File: config.mk
export PLATFORM = sky130hd
export DESIGN_NAME = backlight_idle_power_controller_top_flat
export DESIGN_NICKNAME = d
export VERILOG_FILES = /design/src/bipc_pkg.sv /design/src/bipc_if.sv /design/src/backlight_idle_power_controller_top.sv /design/src/bipc_div.sv /design/src/bipc_datapath.sv /design/src/bipc_ctrl.sv /design/src/flat_wrapper.sv
export SDC_FILE = /design/constraint.sdc
export NUM_CORES = 1
export LEC_CHECK = 0
export ABC_AREA = 1
export BUFFER_PORTS_ARGS = -buffer_cell sky130_fd_sc_hd__buf_2
export CORE_ASPECT_RATIO = 1.2
export CORE_MARGIN = 2
export CORE_UTILIZATION = 25
export DETAILED_ROUTE_END_ITERATION = 12
export PLACE_DENSITY = 0.41
export SYNTH_ARGS = -nofsm -noshare
export SYNTH_HDL_FRONTEND = slang
export SYNTH_HIERARCHICAL = 1
export SYNTH_SLANG_ARGS = --single-unit
File: constraint.sdc
create_clock -name clk -period 9.32 [get_ports clk]
set_input_delay 1.864 -clock clk [delete_from_list [all_inputs] [get_ports clk]]
set_output_delay 1.864 -clock clk [all_outputs]
set_load 0.005 [all_outputs]
File: src/bipc_pkg.sv
// Shared types, constants and reset values of the backlight idle power controller.
package bipc_pkg;

  localparam int TIME_BITS_DEF  = 32;
  localparam int NOW_BITS       = 32;
  localparam int LEVEL_BITS     = 8;
  localparam int PCT_BITS       = 7;
  localparam int FADE_BITS      = 16;
  localparam int OP_BITS        = 3;
  localparam int CFG_DATA_BITS  = 32;
  localparam int CFG_INDEX_BITS = 3;
  localparam int PROD_BITS      = LEVEL_BITS + FADE_BITS;
  localparam int QUO_BITS       = LEVEL_BITS;

  localparam logic [31:0]           IDLE_DIM_RST      = 32'd30000;
  localparam logic [31:0]           IDLE_SLEEP_RST    = 32'd120000;
  localparam logic [LEVEL_BITS-1:0] DIM_LEVEL_RST     = 8'd32;
  localparam logic [PCT_BITS-1:0]   LOW_PCT_RST       = 7'd20;
  localparam logic [PCT_BITS-1:0]   CRIT_PCT_RST      = 7'd5;
  localparam logic [FADE_BITS-1:0]  DIM_FADE_RST      = 16'd500;
  localparam logic [FADE_BITS-1:0]  RESTORE_FADE_RST  = 16'd200;
  localparam logic [LEVEL_BITS-1:0] LEVEL_FULL        = 8'd255;

  typedef enum logic [OP_BITS-1:0] {
    OP_POLL     = 3'd0,
    OP_ACTIVITY = 3'd1,
    OP_BATTERY  = 3'd2,
    OP_SET      = 3'd3,
    OP_FADE     = 3'd4
  } op_t;

  typedef enum logic [CFG_INDEX_BITS-1:0] {
    REG_IDLE_DIM     = 3'd0,
    REG_IDLE_SLEEP   = 3'd1,
    REG_DIM_LEVEL    = 3'd2,
    REG_LOW_PCT      = 3'd3,
    REG_CRIT_PCT     = 3'd4,
    REG_SLEEP_BLOCK  = 3'd5,
    REG_DIM_FADE     = 3'd6,
    REG_RESTORE_FADE = 3'd7
  } reg_index_t;

  typedef enum logic [2:0] {
    ST_IDLE,
    ST_EVAL,
    ST_MUL,
    ST_DSTART,
    ST_DIV,
    ST_FINISH
  } state_t;

  typedef struct packed {
    logic [OP_BITS-1:0]    opcode;
    logic [NOW_BITS-1:0]   now_ms;
    logic [PCT_BITS-1:0]   battery_percent;
    logic                  charging;
    logic [LEVEL_BITS-1:0] new_level;
    logic [FADE_BITS-1:0]  fade_length_ms;
  } item_t;

  typedef struct packed {
    logic load;
    logic mul;
    logic div_start;
    logic commit;
  } cmd_t;

  typedef struct packed {
    logic needs_div;
    logic div_done;
    logic out_free;
  } status_t;

endpackage

File: src/bipc_if.sv
// Request and result channel interfaces of the backlight idle power controller.
interface bipc_in_if;
  logic                            valid;
  logic                            ready;
  logic [bipc_pkg::OP_BITS-1:0]    opcode;
  logic [bipc_pkg::NOW_BITS-1:0]   now_ms;
  logic [bipc_pkg::PCT_BITS-1:0]   battery_percent;
  logic                            charging;
  logic [bipc_pkg::LEVEL_BITS-1:0] new_level;
  logic [bipc_pkg::FADE_BITS-1:0]  fade_length_ms;

  modport source (
    output valid, opcode, now_ms, battery_percent, charging, new_level, fade_length_ms,
    input  ready
  );
  modport sink (
    input  valid, opcode, now_ms, battery_percent, charging, new_level, fade_length_ms,
    output ready
  );
endinterface

interface bipc_out_if;
  logic                            valid;
  logic                            ready;
  logic [bipc_pkg::LEVEL_BITS-1:0] light_level;
  logic                            dimmed;
  logic                            sleep_request;
  logic                            battery_low;
  logic                            battery_critical;

  modport source (
    output valid, light_level, dimmed, sleep_request, battery_low, battery_critical,
    input  ready
  );
  modport sink (
    input  valid, light_level, dimmed, sleep_request, battery_low, battery_critical,
    output ready
  );
endinterface

File: src/backlight_idle_power_controller_top.sv
// Top level of the backlight idle power controller.
//
//   Channel   Direction  Handshake        Contents
//   item      in         valid / ready    opcode, now_ms, battery and level fields
//   result    out        valid / ready    light_level, dimmed, sleep and battery flags
//   cfg       in         cfg_wr_en only   cfg_index selects the register, cfg_data
//
// A request is latched on acceptance, evaluated in EVAL and committed to the result
// register in FINISH; a poll that lands inside a running fade also passes through
// MUL, DSTART and DIV, where the one-bit-per-cycle divider works out the fade fraction over twenty-four steps.
// One request is in work at a time, so a new one is taken only once the last is committed;
// the result register lets it in while the previous result still waits.
// Synchronous reset restores register defaults; a stalled result holds the request.
module backlight_idle_power_controller_top #(
  parameter int TIME_BITS = bipc_pkg::TIME_BITS_DEF
) (
  input  logic                                 clk,
  input  logic                                 rst,
  bipc_in_if.sink                              item,
  bipc_out_if.source                           result,
  input  logic                                 cfg_wr_en,
  input  logic [bipc_pkg::CFG_INDEX_BITS-1:0]  cfg_index,
  input  logic [bipc_pkg::CFG_DATA_BITS-1:0]   cfg_data
);

  bipc_pkg::item_t   item_req;
  bipc_pkg::cmd_t    cmd;
  bipc_pkg::status_t status;
  logic              in_ready;

  // Bundle the request payload for the datapath latch.
  assign item_req.opcode          = item.opcode;
  assign item_req.now_ms          = item.now_ms;
  assign item_req.battery_percent = item.battery_percent;
  assign item_req.charging        = item.charging;
  assign item_req.new_level       = item.new_level;
  assign item_req.fade_length_ms  = item.fade_length_ms;
  assign item.ready               = in_ready;

  // Sequence each request: latch, evaluate, optionally multiply and divide, commit.
  bipc_ctrl u_ctrl (
    .clk      (clk),
    .rst      (rst),
    .in_valid (item.valid),
    .in_ready (in_ready),
    .status   (status),
    .cmd      (cmd)
  );

  // Hold the configuration and backlight state; drive the result register.
  bipc_datapath #(
    .TIME_BITS (TIME_BITS)
  ) u_datapath (
    .clk       (clk),
    .rst       (rst),
    .item_req  (item_req),
    .cmd       (cmd),
    .status    (status),
    .cfg_wr_en (cfg_wr_en),
    .cfg_index (cfg_index),
    .cfg_data  (cfg_data),
    .result    (result)
  );

endmodule

File: src/bipc_div.sv
// Restoring divider, one quotient bit per cycle, for the fade fraction.
module bipc_div (
  input  logic                              clk,
  input  logic                              rst,
  input  logic                              start,
  input  logic [bipc_pkg::PROD_BITS-1:0]    dividend,
  input  logic [bipc_pkg::FADE_BITS-1:0]    divisor,
  output logic                              done,
  output logic [bipc_pkg::QUO_BITS-1:0]     quotient
);

  localparam int PB       = bipc_pkg::PROD_BITS;
  localparam int FB       = bipc_pkg::FADE_BITS;
  localparam int CNT_BITS = $clog2(PB);

  logic [PB-1:0]       dq;
  logic [FB-1:0]       rem;
  logic [FB-1:0]       dvs;
  logic [CNT_BITS-1:0] cnt;
  logic                busy;
  logic [FB:0]         rem_sh;
  logic [FB:0]         rem_dif;
  logic                fits;

  assign rem_sh  = {rem, dq[PB-1]};
  assign fits    = rem_sh >= {1'b0, dvs};
  assign rem_dif = rem_sh - {1'b0, dvs};

  always_ff @(posedge clk) begin
    if (rst) begin
      busy <= 1'b0;
      done <= 1'b0;
      cnt  <= '0;
    end else if (start) begin
      busy <= 1'b1;
      done <= 1'b0;
      cnt  <= '0;
    end else if (busy) begin
      cnt <= cnt + 1'b1;
      if (cnt == CNT_BITS'(PB - 1)) begin
        busy <= 1'b0;
        done <= 1'b1;
      end
    end
  end

  always_ff @(posedge clk) begin
    if (start) begin
      dq  <= dividend;
      rem <= '0;
      dvs <= divisor;
    end else if (busy) begin
      rem <= fits ? rem_dif[FB-1:0] : rem_sh[FB-1:0];
      dq  <= {dq[PB-2:0], fits};
    end
  end

  assign quotient = dq[bipc_pkg::QUO_BITS-1:0];

endmodule

File: src/bipc_datapath.sv
// Datapath: configuration, backlight state, fade arithmetic and result register.
module bipc_datapath #(
  parameter int TIME_BITS = bipc_pkg::TIME_BITS_DEF
) (
  input  logic                                 clk,
  input  logic                                 rst,
  input  bipc_pkg::item_t                      item_req,
  input  bipc_pkg::cmd_t                       cmd,
  output bipc_pkg::status_t                    status,
  input  logic                                 cfg_wr_en,
  input  logic [bipc_pkg::CFG_INDEX_BITS-1:0]  cfg_index,
  input  logic [bipc_pkg::CFG_DATA_BITS-1:0]   cfg_data,
  bipc_out_if.source                           result
);

  localparam int LB       = bipc_pkg::LEVEL_BITS;
  localparam int PB       = bipc_pkg::PCT_BITS;
  localparam int FB       = bipc_pkg::FADE_BITS;
  localparam int CMP_BITS = (TIME_BITS > 32) ? TIME_BITS : 32;

  // Configuration
  logic [31:0]   idle_dim_ms;
  logic [31:0]   idle_sleep_ms;
  logic [LB-1:0] dim_level;
  logic [PB-1:0] low_percent;
  logic [PB-1:0] critical_percent;
  logic          sleep_block;
  logic [FB-1:0] dim_fade_ms;
  logic [FB-1:0] restore_fade_ms;

  // Backlight state
  logic [LB-1:0]        current_level, current_level_next;
  logic [LB-1:0]        target_level, target_level_next;
  logic [LB-1:0]        saved_level, saved_level_next;
  logic [LB-1:0]        fade_origin, fade_origin_next;
  logic [FB-1:0]        fade_span, fade_span_next;
  logic [TIME_BITS-1:0] fade_began, fade_began_next;
  logic [TIME_BITS-1:0] last_active, last_active_next;
  logic                 dim_flag, dim_flag_next;
  logic                 low_flag, low_flag_next;
  logic                 critical_flag, critical_flag_next;
  logic                 sleep_req;

  // Latched request
  bipc_pkg::op_t        op;
  logic [TIME_BITS-1:0] now_t;
  logic [PB-1:0]        pct;
  logic                 chg;
  logic [LB-1:0]        lvl;
  logic [FB-1:0]        flen;

  logic [bipc_pkg::PROD_BITS-1:0] product;
  logic [bipc_pkg::QUO_BITS-1:0]  quotient;
  logic                           div_done;

  logic [TIME_BITS-1:0] elapsed;
  logic [TIME_BITS-1:0] idle;
  logic                 fade_run;
  logic                 fade_end;
  logic                 fade_rise;
  logic [LB-1:0]        fade_delta;
  logic [LB-1:0]        fade_step;
  logic [LB-1:0]        level_adv;
  logic [FB-1:0]        span_adv;
  logic                 over_sleep;
  logic                 over_dim;
  logic                 out_valid;

  always_ff @(posedge clk) begin
    if (rst) begin
      idle_dim_ms      <= bipc_pkg::IDLE_DIM_RST;
      idle_sleep_ms    <= bipc_pkg::IDLE_SLEEP_RST;
      dim_level        <= bipc_pkg::DIM_LEVEL_RST;
      low_percent      <= bipc_pkg::LOW_PCT_RST;
      critical_percent <= bipc_pkg::CRIT_PCT_RST;
      sleep_block      <= 1'b0;
      dim_fade_ms      <= bipc_pkg::DIM_FADE_RST;
      restore_fade_ms  <= bipc_pkg::RESTORE_FADE_RST;
    end else if (cfg_wr_en) begin
      unique case (bipc_pkg::reg_index_t'(cfg_index))
        bipc_pkg::REG_IDLE_DIM:     idle_dim_ms      <= cfg_data;
        bipc_pkg::REG_IDLE_SLEEP:   idle_sleep_ms    <= cfg_data;
        bipc_pkg::REG_DIM_LEVEL:    dim_level        <= cfg_data[LB-1:0];
        bipc_pkg::REG_LOW_PCT:      low_percent      <= cfg_data[PB-1:0];
        bipc_pkg::REG_CRIT_PCT:     critical_percent <= cfg_data[PB-1:0];
        bipc_pkg::REG_SLEEP_BLOCK:  sleep_block      <= cfg_data[0];
        bipc_pkg::REG_DIM_FADE:     dim_fade_ms      <= cfg_data[FB-1:0];
        bipc_pkg::REG_RESTORE_FADE: restore_fade_ms  <= cfg_data[FB-1:0];
      endcase
    end
  end

  always_ff @(posedge clk) begin
    if (cmd.load) begin
      op    <= bipc_pkg::op_t'(item_req.opcode);
      now_t <= TIME_BITS'(item_req.now_ms);
      pct   <= item_req.battery_percent;
      chg   <= item_req.charging;
      lvl   <= item_req.new_level;
      flen  <= item_req.fade_length_ms;
    end
  end

  assign elapsed    = now_t - fade_began;
  assign idle       = now_t - last_active;
  assign fade_run   = (fade_span != '0) && (current_level != target_level);
  assign fade_end   = elapsed >= TIME_BITS'(fade_span);
  assign fade_rise  = target_level >= fade_origin;
  assign fade_delta = fade_rise ? (target_level - fade_origin) : (fade_origin - target_level);
  assign fade_step  = fade_rise ? (fade_origin + quotient) : (fade_origin - quotient);
  assign over_sleep = CMP_BITS'(idle) > CMP_BITS'(idle_sleep_ms);
  assign over_dim   = CMP_BITS'(idle) > CMP_BITS'(idle_dim_ms);

  // Elapsed time is below the span here, so its low bits carry it whole.
  always_ff @(posedge clk) begin
    if (cmd.mul) begin
      product <= bipc_pkg::PROD_BITS'(fade_delta) *
                 bipc_pkg::PROD_BITS'(elapsed[FB-1:0]);
    end
  end

  bipc_div u_div (
    .clk      (clk),
    .rst      (rst),
    .start    (cmd.div_start),
    .dividend (product),
    .divisor  (fade_span),
    .done     (div_done),
    .quotient (quotient)
  );

  always_comb begin
    level_adv = current_level;
    span_adv  = fade_span;
    if (op == bipc_pkg::OP_POLL && fade_run) begin
      if (fade_end) begin
        level_adv = target_level;
        span_adv  = '0;
      end else begin
        level_adv = fade_step;
      end
    end
  end

  always_comb begin
    current_level_next = level_adv;
    target_level_next  = target_level;
    saved_level_next   = saved_level;
    fade_origin_next   = fade_origin;
    fade_span_next     = span_adv;
    fade_began_next    = fade_began;
    last_active_next   = last_active;
    dim_flag_next      = dim_flag;
    low_flag_next      = low_flag;
    critical_flag_next = critical_flag;
    sleep_req          = 1'b0;
    unique case (op)
      bipc_pkg::OP_POLL: begin
        if (!sleep_block) begin
          if (over_sleep) begin
            sleep_req = 1'b1;
          end else if (over_dim && !dim_flag) begin
            saved_level_next  = level_adv;
            target_level_next = dim_level;
            fade_origin_next  = level_adv;
            fade_span_next    = dim_fade_ms;
            fade_began_next   = now_t;
            dim_flag_next     = 1'b1;
          end
        end
      end
      bipc_pkg::OP_ACTIVITY: begin
        last_active_next = now_t;
        if (dim_flag) begin
          target_level_next = saved_level;
          fade_origin_next  = current_level;
          fade_span_next    = restore_fade_ms;
          fade_began_next   = now_t;
          dim_flag_next     = 1'b0;
        end
      end
      bipc_pkg::OP_BATTERY: begin
        low_flag_next      = pct <= low_percent;
        critical_flag_next = pct <= critical_percent;
        sleep_req          = (pct <= critical_percent) && !chg && !sleep_block;
      end
      bipc_pkg::OP_SET: begin
        current_level_next = lvl;
        target_level_next  = lvl;
        saved_level_next   = lvl;
        fade_span_next     = '0;
      end
      bipc_pkg::OP_FADE: begin
        target_level_next = lvl;
        fade_origin_next  = current_level;
        fade_span_next    = flen;
        fade_began_next   = now_t;
      end
      default: begin
      end
    endcase
  end

  always_ff @(posedge clk) begin
    if (rst) begin
      current_level <= bipc_pkg::LEVEL_FULL;
      target_level  <= bipc_pkg::LEVEL_FULL;
      saved_level   <= bipc_pkg::LEVEL_FULL;
      fade_origin   <= '0;
      fade_span     <= '0;
      fade_began    <= '0;
      last_active   <= '0;
      dim_flag      <= 1'b0;
      low_flag      <= 1'b0;
      critical_flag <= 1'b0;
    end else if (cmd.commit) begin
      current_level <= current_level_next;
      target_level  <= target_level_next;
      saved_level   <= saved_level_next;
      fade_origin   <= fade_origin_next;
      fade_span     <= fade_span_next;
      fade_began    <= fade_began_next;
      last_active   <= last_active_next;
      dim_flag      <= dim_flag_next;
      low_flag      <= low_flag_next;
      critical_flag <= critical_flag_next;
    end
  end

  always_ff @(posedge clk) begin
    if (rst) begin
      out_valid <= 1'b0;
    end else if (cmd.commit) begin
      out_valid <= 1'b1;
    end else if (result.ready) begin
      out_valid <= 1'b0;
    end
  end

  always_ff @(posedge clk) begin
    if (cmd.commit) begin
      result.light_level      <= sleep_req ? '0 : current_level_next;
      result.dimmed           <= dim_flag_next;
      result.sleep_request    <= sleep_req;
      result.battery_low      <= low_flag_next;
      result.battery_critical <= critical_flag_next;
    end
  end

  assign result.valid     = out_valid;
  assign status.needs_div = (op == bipc_pkg::OP_POLL) && fade_run && !fade_end;
  assign status.div_done  = div_done;
  assign status.out_free  = !out_valid || result.ready;

endmodule

File: src/bipc_ctrl.sv
// Controller state machine sequencing each request through the datapath.
module bipc_ctrl (
  input  logic              clk,
  input  logic              rst,
  input  logic              in_valid,
  output logic              in_ready,
  input  bipc_pkg::status_t status,
  output bipc_pkg::cmd_t    cmd
);

  bipc_pkg::state_t state, state_next;

  always_ff @(posedge clk) begin
    if (rst) begin
      state <= bipc_pkg::ST_IDLE;
    end else begin
      state <= state_next;
    end
  end

  always_comb begin
    state_next = state;
    unique case (state)
      bipc_pkg::ST_IDLE:   if (in_valid) state_next = bipc_pkg::ST_EVAL;
      bipc_pkg::ST_EVAL:   state_next = status.needs_div ? bipc_pkg::ST_MUL
                                                         : bipc_pkg::ST_FINISH;
      bipc_pkg::ST_MUL:    state_next = bipc_pkg::ST_DSTART;
      bipc_pkg::ST_DSTART: state_next = bipc_pkg::ST_DIV;
      bipc_pkg::ST_DIV:    if (status.div_done) state_next = bipc_pkg::ST_FINISH;
      bipc_pkg::ST_FINISH: if (status.out_free) state_next = bipc_pkg::ST_IDLE;
      default:             state_next = bipc_pkg::ST_IDLE;
    endcase
  end

  always_comb begin
    in_ready      = state == bipc_pkg::ST_IDLE;
    cmd.load      = (state == bipc_pkg::ST_IDLE) && in_valid;
    cmd.mul       = state == bipc_pkg::ST_MUL;
    cmd.div_start = state == bipc_pkg::ST_DSTART;
    cmd.commit    = (state == bipc_pkg::ST_FINISH) && status.out_free;
  end

endmodule
File: src/flat_wrapper.sv
// flat-port wrapper written by rule: the top's interface ports become plain ports
module backlight_idle_power_controller_top_flat 
#(
  parameter int TIME_BITS = bipc_pkg::TIME_BITS_DEF
)
  (clk, rst, cfg_wr_en, cfg_index, cfg_data, item_valid, item_opcode, item_now_ms, item_battery_percent, item_charging, item_new_level, item_fade_length_ms, item_ready, result_valid, result_light_level, result_dimmed, result_sleep_request, result_battery_low, result_battery_critical, result_ready);
  bipc_in_if item_i ();
  bipc_out_if result_i ();
  input  logic clk;
  input  logic rst;
  input  logic cfg_wr_en;
  input  logic [bipc_pkg::CFG_INDEX_BITS-1:0] cfg_index;
  input  logic [bipc_pkg::CFG_DATA_BITS-1:0] cfg_data;
  input wire logic [$bits(item_i.valid)-1:0] item_valid;
  input wire logic [$bits(item_i.opcode)-1:0] item_opcode;
  input wire logic [$bits(item_i.now_ms)-1:0] item_now_ms;
  input wire logic [$bits(item_i.battery_percent)-1:0] item_battery_percent;
  input wire logic [$bits(item_i.charging)-1:0] item_charging;
  input wire logic [$bits(item_i.new_level)-1:0] item_new_level;
  input wire logic [$bits(item_i.fade_length_ms)-1:0] item_fade_length_ms;
  output wire logic [$bits(item_i.ready)-1:0] item_ready;
  output wire logic [$bits(result_i.valid)-1:0] result_valid;
  output wire logic [$bits(result_i.light_level)-1:0] result_light_level;
  output wire logic [$bits(result_i.dimmed)-1:0] result_dimmed;
  output wire logic [$bits(result_i.sleep_request)-1:0] result_sleep_request;
  output wire logic [$bits(result_i.battery_low)-1:0] result_battery_low;
  output wire logic [$bits(result_i.battery_critical)-1:0] result_battery_critical;
  input wire logic [$bits(result_i.ready)-1:0] result_ready;
  assign item_i.valid = item_valid;
  assign item_i.opcode = item_opcode;
  assign item_i.now_ms = item_now_ms;
  assign item_i.battery_percent = item_battery_percent;
  assign item_i.charging = item_charging;
  assign item_i.new_level = item_new_level;
  assign item_i.fade_length_ms = item_fade_length_ms;
  assign item_ready = item_i.ready;
  assign result_valid = result_i.valid;
  assign result_light_level = result_i.light_level;
  assign result_dimmed = result_i.dimmed;
  assign result_sleep_request = result_i.sleep_request;
  assign result_battery_low = result_i.battery_low;
  assign result_battery_critical = result_i.battery_critical;
  assign result_i.ready = result_ready;
  backlight_idle_power_controller_top #(.TIME_BITS(TIME_BITS)) u_core (.clk(clk), .rst(rst), .item(item_i), .result(result_i), .cfg_wr_en(cfg_wr_en), .cfg_index(cfg_index), .cfg_data(cfg_data));
endmodule
# --- Word-level counts from Yosys, hierarchy flattened ---
# Index checks and enable logic that the tools add are counted.
word_totals:
  ff_bits: 404
  in_bits: 107
  wordCells: 168
op_classes:
  n_addsub: 8
  n_mul: 1
  magnitude_cmp: 7
  eq_ne: 25
  muxes: 50
  reduce_logical: 39
ops:
  columns: ["cell", "count"]
  rows:
  - ["32-bit two-way mux", 4]
  - ["16-bit two-way mux", 7]
  - ["8-bit two-way mux", 13]
  - ["32-bit one-hot mux with 3 select lines", 1]
  - ["32-bit > comparator", 2]
  - ["16-bit one-hot mux with 4 select lines", 1]
  - ["32-bit subtractor", 2]
  - ["24-bit two-way mux", 2]
  - ["8-bit one-hot mux with 3 select lines", 2]
  - ["32-bit by 16-bit greater-or-equal comparator with 1-bit output", 1]
  - ["8-bit by 16-bit multiplier with 24-bit output", 1]
  - ["8-bit subtractor", 3]
  - ["3-bit == test, second input constant", 7]
  - ["2-bit AND reduction", 10]
  - ["3-bit by 2-bit == test with 1-bit output, second input constant", 6]
  - ["3-bit one-hot mux with 6 select lines", 1]
  - ["17-bit by 16-bit greater-or-equal comparator with 1-bit output", 1]
  - ["8-bit one-hot mux with 2 select lines", 1]
  - ["16-bit nonzero test", 1]
  - ["16-bit subtractor", 1]
  - ["7-bit <= comparator", 2]
  - ["2-bit != test, second input constant", 7]
  - ["1-bit two-way mux", 12]
  - ["3-bit two-way mux", 4]
  - ["17 further kinds", 38]

# --- Depth between registers and ports, before layout ---
# Gate-level depths: netlist (run 1).
depth:
  ltp_word: 8
  ltp_mapped: 40

# --- Modules after synthesis ---
# The synthesis (run 1) kept the hierarchy.
by_module_without_submodules:
  columns: ["module", "n_inst", "cells_per_inst", "area_each_um2", "seq_area_each_um2"]
  rows:
  - ["bipc_datapath", 1, 3144, 23781.6, 7797.5]
  - ["bipc_div", 1, 486, 3877.5, 1661.6]
  - ["bipc_ctrl", 1, 42, 256.5, 60.1]

# --- Worst setup path after synthesis (run 1) ---
# No wires, ideal clock.
synth_timing:
  path_type: "in2reg"
  from: "input port item_valid"
  to: "register u_core.u_datapath.chg, enable pin"
  arrival_ps: 6449
  required_ps: 8746
  path_slack_ps: 2297
  stages: 2
  path_buffers: 0
  path_cell_list: "inv_1 > nor3_1"
synth_rtl:
  columns: ["item", "line", "text"]
  rows:
  - ["start, declared", "flat_wrapper.sv:14", "input wire logic [$bits(item_i.valid)-1:0] item_valid;"]
  - ["end signal, assigned", "bipc_datapath.sv:98", "chg <= item_req.charging;"]
  - ["end, declared", "bipc_datapath.sv:48", "logic chg;"]

# --- Worst setup path after layout (run 1) ---
layout_timing:
  from: "register u_core.u_datapath.target_level[0]"
  to: "register u_core/u_datapath/product[23] in the netlist's numbering (data pin)"
layout_via:
  elab_chain_cells: 3
layout_rtl:
  columns: ["item", "line", "text"]
  rows:
  - ["start, declared", "bipc_datapath.sv:33", "logic [LB-1:0] target_level, target_level_next;"]
  - ["start signal, assigned", "bipc_datapath.sv:207", "target_level <= bipc_pkg::LEVEL_FULL;"]
  - ["start signal, assigned", "bipc_datapath.sv:218", "target_level <= target_level_next;"]
  - ["8-bit subtractor / 8-bit greater-or-equal comparator (equally long branches)", "bipc_datapath.sv:109, bipc_datapath.sv:108", null]
  - ["8-bit two-way mux (*)", "bipc_datapath.sv:109", "assign fade_delta = fade_rise ? (target_level - fade_origin) : (fade_origin - target_level);"]
  - ["8-bit by 16-bit multiplier with 24-bit output (*)", "bipc_datapath.sv:117", "product <= bipc_pkg::PROD_BITS'(fade_delta) *"]
  - ["end signal, assigned", "bipc_datapath.sv:117", null]
  - ["end, declared", "bipc_datapath.sv:52", "logic [bipc_pkg::PROD_BITS-1:0] product;"]
# Mark *: on every way between the ends. The rest lies on a longest branch, timed or not.
# A chain may end at the register's enable or synchronous reset.

==> results.cfg, run 1 <==
[outcome]
status = finished clean

[critical_path]
arrival_ps = 8040
timing.rr.end = u_core/u_datapath/product[23]
r2r_cells = 29
slowest_stage = fa_1
r2r_setup_slack_ps = 1650
required_ps = 9690
worstSetupPathType = flip-flop to flip-flop
startpoint_type = flip-flop
critical_path.most_common_cell = inv_1
reg2reg_from = u_core/u_datapath/target_level[0]
end_kind = flip-flop
slowest_delay_ps = 540
critPathMaxFanout = 13

[timing]
hold_viol_final = 0
fin_tns_setup_ps = 0
period_needed_ps = 7670
drv_slew = 0
period_share = 0.823
rsz0062_at_grt = no
slew_headroom = 0.254
tightest_slew_ps = 1120
finalSetupViolCount = 0
fmax_mhz = 130
clock_skew_ps = 42.0

[floorplanning]
dieWidth_microns = 309
coreArea_sq_mm = 0.111
fp-row-count = 134
die-area_sq_mm = 0.114
io_pins = 121
start_util = 0.252
dieHeight_microns = 370

[logic_synthesis]
synth-async-reset-ratio = 0
synth_fp_nets = 4109
synth_cell_types = 64
synth_ff_type = dfxtp_1
ys_seq_area_frac = 0.341
syn_inst = 3672
synth_area_sq_mm = 0.0279
ys_seq_elements = 404
synth_edf_count = 143
synth_warnings = 6
syn-mean-instance-area_sq_um = 7.60

[global_routing]
grt_use_total = 0.151
grt_max_degree = 114
antenna_found_initial = 6
globalRouteOverflowTotal = 0
grt_pass1_vias = 23200
grt_pass1_wl_mm = 135

[hold_path]
min-delay-path-class = flip-flop to flip-flop
hp-start = u_core/u_datapath/last_active[27]
whs_path_depth = 2
holdPathEnd = u_core/u_datapath/last_active[27]

[cts]
path_clk_slew_ps = 60
cts.sinks = 404
cts_setup_buffers = 0
ctsLongestPathBuffers = 3
cts_hold_buf = 0
cts_max_level = 2
cts_resized = 0
clk_latency_ps = 660
cts_buffers = 51
clock-root-buffer = clkbuf_16
cts_tree = built

[detailed_routing]
finalWirelength_mm = 85.8
drt_iter0_drc = 1251
wire_per_inst_microns = 16.2
vias = 23300
antenna_left = 0
drcViolationCount = 0
via_per_inst = 4.39
first_pass_iters = 7

[finish]
n_antenna_cell = 0
multi_input_area_sq_mm = 0.0155
stdcell_count = 5295
finish.utilization = 0.286
fin_nets = 4193
syn_to_final_growth_pct = 13.8
drive_gt1_frac = 0.0903
fillers = 12300
regArea_sq_mm = 0.00952

[placement]
place_inst = 5199
dp_hpwl_mm = 66.4
port_buffers = 120
gp_congestion = 0.844

[run]
maxCapViolations = 0
[cell families (layout without fill, tap and decap cells)]
kind of cell	after synthesis	after routing	synth area share
buffers and inverters	742	869	0.104
adder cells (fa/ha/maj)	330	330	0.172
XOR/XNOR	98	98	0.0307
flip-flops	404	404	0.341
AND/OR/NAND/NOR	1400	1400	0.216
AO/OA/AOI/OAI	698	698	0.135
[cell usage after synthesis, drive strengths merged (70+ instances only)]
cell type / number / area share
nand2: 859 / 0.12
nor2: 292 / 0.043
fa: 90 / 0.065
dfxtp: 261 / 0.19
ha: 240 / 0.11
edfxtp: 143 / 0.15
inv: 623 / 0.084
o21ai: 228 / 0.041
nand3: 144 / 0.028
a21oi: 380 / 0.070
xor2: 70 / 0.022
clkbuf: 82 / 0.011
[how the worst max path moves through the flow]
| stage | start | end | slack, ps |
|---|---|---|---|
| after floorplan | item_valid | u_core/u_datapath/chg | 2300 |
| after global placement | u_core/u_datapath/target_level[0] | u_core/u_datapath/product[23] | 1850 |
| after detailed placement | u_core/u_datapath/target_level[0] | u_core/u_datapath/product[23] | 1640 |
| after CTS | u_core/u_datapath/target_level[0] | u_core/u_datapath/product[23] | 1620 |
| after global routing | u_core/u_datapath/fade_origin[1] | u_core/u_datapath/product[23] | 970 |
| final | u_core/u_datapath/target_level[0] | u_core/u_datapath/product[23] | 1650 |
[critical path: cells and delay by family (launching register included)]
family	cells	cell delay (ps)
fa+ha+maj	7	2870
compound gates	9	1830
buf+inv	7	1180
simple gates	4	760
xor+xnor	2	410
flops	1	340
[metal layers]
layer / share of wire / vias up / GRT usage
li1: - / 12000 / -
met2: 0.47 / 414 / 0.254
met5: 0 / - / 0
met1: 0.47 / 10700 / 0.201
met3: 0.034 / 113 / 0.0156
met4: 0.030 / 0 / 0.0513
[placed cells by master, fill, tap and decap left out, types with 120 or more instances in the layout]
cell and count:
nand2_1 816, edfxtp_1 143, nand3_1 134, buf_2 120, dfxtp_1 261, o21ai_0 216, nor2_1 277, inv_1 605
a21oi_1 367, ha_1 240
[final cells by class]
| type | instances | share of cell area |
|---|---|---|
| Tap cell | 1496 | 0.0589 |
| Timing Repair Buffer | 146 | 0.0251 |
| Clock inverter | 25 | 0.00804 |
| Multi-Input combinational cell | 2526 | 0.489 |
| Inverter | 627 | 0.0743 |
| Sequential cell | 404 | 0.300 |
| Clock buffer | 71 | 0.0454 |
[registers in the layout (all words and copies together) (netlist names), 24 cells and up]
signal,cells
u_core/u_datapath/fade_began,32
u_core/u_datapath/idle_dim_ms,32
u_core/u_datapath/idle_sleep_ms,32
u_core/u_datapath/last_active,32
u_core/u_datapath/now_t,32
u_core/u_datapath/product,24
u_core/u_datapath/u_div/dq,24
[metrics by stage]
stage | area [sq um] | hold WS [ps] | worst slack, ps
after CTS | 31800 | 461 | 1620
after global routing | 31800 | 479 | 968
final | 31800 | 457 | 1650
after global placement | 30100 | 445 | 1850
after floorplan | 27900 | 429 | 2300
after detailed placement | 30100 | 447 | 1640
Power of run 1 is left out: the tool's default activity adds up to more than one toggle a clock period on the data nets, which glitch-free logic cannot reach.
==> run 2, diff against run 1 <==
--- a/config.mk
+++ b/config.mk
@@ -11,7 +11,7 @@
 export CORE_MARGIN = 2
 export CORE_UTILIZATION = 25
 export DETAILED_ROUTE_END_ITERATION = 12
-export PLACE_DENSITY = 0.41
+export PLACE_DENSITY = 0.42
 export SYNTH_ARGS = -nofsm -noshare
 export SYNTH_HDL_FRONTEND = slang
 export SYNTH_HIERARCHICAL = 1
==> constraint.sdc (replaced) <==
create_clock -name clk -period 7 [get_ports clk]
set_input_delay 1.4 -clock clk [delete_from_list [all_inputs] [get_ports clk]]
set_output_delay 1.4 -clock clk [all_outputs]
set_load 0.005 [all_outputs]
==> run 2 against run 1 <==
Die area is the same. Final area grew 1.0%. Fmax grew 17%. Clock-buffer cell count shrank 9. Worst setup slack lost 1200 ps. Hold slack lost 1.3 ps. Via count grew 0.37%. First-iteration DRC count shrank 9.6%. Clock skew shrank 18 ps. Wire length shrank 1.0%. Global-route usage shrank 0.24 points. Largest cell class unchanged.
==> results.cfg, run 2 (synthesis gave the netlist of run 1 again) <==
[critical_path]
r2r_setup_slack_ps = 460
required_ps = 7360
arrival_ps = 6900
critPathMaxFanout = 7
slowest_stage = fa_1
startpoint = u_core/u_datapath/target_level[0]
worstSetupPathType = flip-flop to flip-flop
r2r_cells = 30
slowest_delay_ps = 550
timing.rr.end = u_core/u_datapath/product[23]
end_kind = flip-flop
startpoint_type = flip-flop
reg2reg_from = u_core/u_datapath/target_level[0]

[timing]
slew_headroom = 0.265
layout_setup_ws_ps = 459
rsz0062_at_grt = no
finalSetupViolCount = 0
drv_slew = 0
fmax_mhz = 153
tightest_slew_ps = 1100
clock_skew_ps = 24.1
period_share = 0.934
hold_viol_final = 0
period_needed_ps = 6540

[cts]
cts_max_level = 2
cts_hold_buf = 0
cts_buffers = 49
ctsLongestPathBuffers = 3
cts.sinks = 404
clock-root-buffer = clkbuf_16
path_clk_slew_ps = 60
cts_tree = built
clk_latency_ps = 620

[global_routing]
grt_pass1_vias = 23300
antenna_found_initial = 5
grt_max_degree = 79
globalRouteOverflowTotal = 0
grt_use_total = 0.149
grt_pass1_wl_mm = 133

[detailed_routing]
wire_per_inst_microns = 15.9
first_pass_iters = 6
antenna_left = 0
finalWirelength_mm = 84.9
drt_iter0_drc = 1131
via_per_inst = 4.38
vias = 23400
drcViolationCount = 0

[hold_path]
min-delay-path-class = flip-flop to flip-flop
holdPathEnd = u_core/u_datapath/last_active[26]
whs_path_depth = 2
hp-start = u_core/u_datapath/last_active[26]

[finish]
drive_gt1_frac = 0.104
regArea_sq_mm = 0.00952
fin_nets = 4231
multi_input_area_sq_mm = 0.0156
fillers = 12300
final_common_cell = nand2_1
design_area_sq_mm = 0.0321
syn_to_final_growth_pct = 15.0
most-common-layout-cells = nand2_1 (815), inv_1 (602), a21oi_1 (366)
stdcell_count = 5332

[floorplanning]
fp-row-count = 134
io_pins = 121
die-area_sq_mm = 0.114
start_util = 0.252
coreArea_sq_mm = 0.111
dieWidth_microns = 309
dieHeight_microns = 370

[outcome]
status = finished clean

[placement]
port_buffers = 120
place_inst = 5234
pre_cts_ws_ps = -1.56
dpl_cell_area_sq_mm = 0.0303
dp_hpwl_mm = 66.1
gp_congestion = 0.830

[run]
maxCapViolations = 0
[run 2: cell types whose count changed in the layout (fill, tap and decap cells not counted), moves of 3 or more]
cell | before | now
clkinv_2 | 14 | 8
clkbuf_1 | 12 | 7
clkinvlp_4 | 0 | 7
clkinv_4 | 2 | 6
inv_1 | 605 | 602
buf_4 | 26 | 63
clkbuf_16 | 52 | 49
[run 2: cell type report]
| class | instances | area share |
|---|---|---|
| antenna | 1 | 0.0000780 |
| tap | 1496 | 0.0583 |
| multi-input combinational | 2526 | 0.486 |
| clock buffer | 62 | 0.0416 |
| clock inverter | 30 | 0.00951 |
| inverter | 627 | 0.0736 |
| sequential | 404 | 0.297 |
| timing repair buffer | 186 | 0.0348 |
[run 2: through the flow]
step,hold WS (ps),setup TNS (ps),util
after floorplan,429,0,-
after global placement,443,0,0.273
after detailed placement,448,-1.56,0.273
after CTS,458,0,0.288
after global routing,474,0,0.289
final,456,0,0.289
[run 2: layer usage]
metal,up-vias,share of wire,global-route usage
li1,12100,-,-
met1,10800,0.46,0.197
met2,389,0.47,0.254
met3,101,0.034,0.0166
met4,0,0.028,0.0442
met5,-,0,0
[run 2: critical path, delay by kind of cell (launching register included)]
kind / cells / cell delay (ps)
adder cells (fa/ha/maj): 7 / 2960
AO/OA/AOI/OAI: 8 / 1410
buffers and inverters: 7 / 730
AND/OR/NAND/NOR: 6 / 590
flip-flops: 1 / 310
XOR/XNOR: 2 / 290
[run 2: worst max-delay path by stage]
stage	slack [ps]	end	cells past startpoint
after detailed placement	-2	u_core/u_datapath/product[23]	32
final	460	u_core/u_datapath/product[23]	30
after CTS	7	u_core/u_datapath/product[23]	32
after global placement	50	u_core/u_datapath/product[22]	38
after global routing	30	u_core/u_datapath/product[22]	38
after floorplan	330	u_core/u_datapath/product[23]	30
[run 2: repair_timing]
action	in CTS	in global routing
setup endpoints to repair	1	8
pin swaps	0	5
gates resized for setup	2	20
buffers inserted	0	4
gates cloned	0	1
Power of run 2 is left out for the same reason.
==> run 3, diff against run 2 <==
--- a/config.mk
+++ b/config.mk
@@ -9,9 +9,9 @@
 export BUFFER_PORTS_ARGS = -buffer_cell sky130_fd_sc_hd__buf_2
 export CORE_ASPECT_RATIO = 1.2
 export CORE_MARGIN = 2
-export CORE_UTILIZATION = 25
+export CORE_UTILIZATION = 57
 export DETAILED_ROUTE_END_ITERATION = 12
-export PLACE_DENSITY = 0.42
+export PLACE_DENSITY = 0.8
 export SYNTH_ARGS = -nofsm -noshare
 export SYNTH_HDL_FRONTEND = slang
 export SYNTH_HIERARCHICAL = 1
==> run 3 against run 2 <==
Via count increased by 2.6%. Worst setup slack got worse by 61 ps. Core utilization increased by 35 points. Wire length decreased by 17%. Final area decreased by 4.4%. Hold slack got worse by 0.71 ps. Final cell count decreased by 17%. Largest cell class unchanged.
==> results.cfg, run 3 (synthesis gave the netlist of run 1 again) <==
[floorplanning]
dieWidth_microns = 206
coreArea_sq_mm = 0.0482
dieHeight_microns = 246
io_pins = 121
start_util = 0.579
die-area_sq_mm = 0.0508
fp-row-count = 88

[timing]
clock_skew_ps = 20.9
slew_headroom = 0.225
finalSetupViolCount = 0
period_share = 0.943
drv_slew = 0
fmax_mhz = 151
layout_setup_ws_ps = 398
period_needed_ps = 6600
hold_viol_final = 0
fin_tns_setup_ps = 0
tightest_slew_ps = 1160

[outcome]
status = finished clean

[finish]
finish.utilization = 0.636
n_antenna_cell = 0
fillers = 4200
syn_to_final_growth_pct = 9.88
stdcell_count = 4430
fin_nets = 4202
final_common_cell = nand2_1
drive_gt1_frac = 0.0976
most-common-layout-cells = nand2_1 (811), inv_1 (603), a21oi_1 (366)

[critical_path]
slowest_stage = fa_1
arrival_ps = 6930
worstSetupPathType = flip-flop to flip-flop
end_kind = flip-flop
slowest_delay_ps = 560
required_ps = 7330
startpoint_type = flip-flop
critPathMaxFanout = 6

[placement]
place_inst = 4341
gp_congestion = 0.982
dp_hpwl_mm = 52.9
port_buffers = 120
pre_cts_ws_ps = 83.3

[cts]
cts_max_level = 2
ctsLongestPathBuffers = 3
clk_latency_ps = 590
cts_buffers = 43
cts_hold_buf = 0
cts.sinks = 404
clock-root-buffer = clkbuf_16
cts_tree = built
path_clk_slew_ps = 70

[global_routing]
grt_pass1_vias = 23000
globalRouteOverflowTotal = 0
grt_max_degree = 105
grt_pass1_wl_mm = 113
grt_use_total = 0.277
antenna_found_initial = 2

[detailed_routing]
first_pass_iters = 8
drcViolationCount = 0
antenna_left = 0
finalWirelength_mm = 70.1
wire_per_inst_microns = 15.8
drt_iter0_drc = 1816
via_per_inst = 5.41
vias = 24000

[run]
maxCapViolations = 0

[hold_path]
min-delay-path-class = flip-flop to flip-flop
## run 3: cell types whose count changed in the layout (fill, tap and decap cells not counted), sizes merged
| cell | change |
|---|---|
| clkinv | +2 |
| bufinv | +1 |
| clkinvlp | -3 |
| inv | +2 |
| clkbuf | -14 |
| buf | -23 |
| diode | -1 |
## run 3: cell type report
type,instances,area [sq um],area share
clock inverters,32,324,0.0106
inverters,627,2360,0.0769
multi-input cells,2526,15600,0.510
flip-flops and latches,404,9520,0.310
well taps,630,788,0.0257
repair buffers,163,931,0.0303
clock buffers,48,1100,0.0360
## run 3: stage by stage
| step | cell area [sq um] | hold WS [ps] |
|---|---|---|
| 6_report | 30700 | 455 |
| 2_1_floorplan | 27900 | 429 |
| 3_3_place_gp | 29000 | 442 |
| 3_5_place_dp | 29000 | 447 |
| 5_1_grt | 30700 | 475 |
| 4_1_cts | 30500 | 458 |
## run 3: metal layers
layer / track usage / part of all wire
met4: 0.149 / 0.055
met5: 0 / 0.00044
met2: 0.474 / 0.47
met3: 0.0389 / 0.057
met1: 0.337 / 0.41
## run 3: final timing paths
check | from | end | slack [ps] | depth (start not counted)
hold reg to reg | u_core/u_datapath/restore_fade_ms[1] | u_core/u_datapath/restore_fade_ms[1] | 460 | 2
setup / recovery | u_core/u_datapath/target_level[6] | u_core/u_datapath/product[23] | 400 | 31
setup reg to reg | u_core/u_datapath/target_level[6] | u_core/u_datapath/product[23] | 400 | 31
hold / removal | u_core/u_datapath/restore_fade_ms[1] | u_core/u_datapath/restore_fade_ms[1] | 460 | 2
## run 3: critical path: cells and delay by family (launching register included)
kind | cells | cell delay [ps]
xor+xnor | 2 | 280
flops | 1 | 390
fa+ha+maj | 6 | 2800
compound gates | 9 | 1280
simple gates | 5 | 620
buf+inv | 9 | 960
## run 3: repair_timing
item,in CTS,in global routing
setup buffers,0,8
setup endpoints to repair,0,7
gates resized for setup,0,33
Power of run 3 is left out for the same reason.
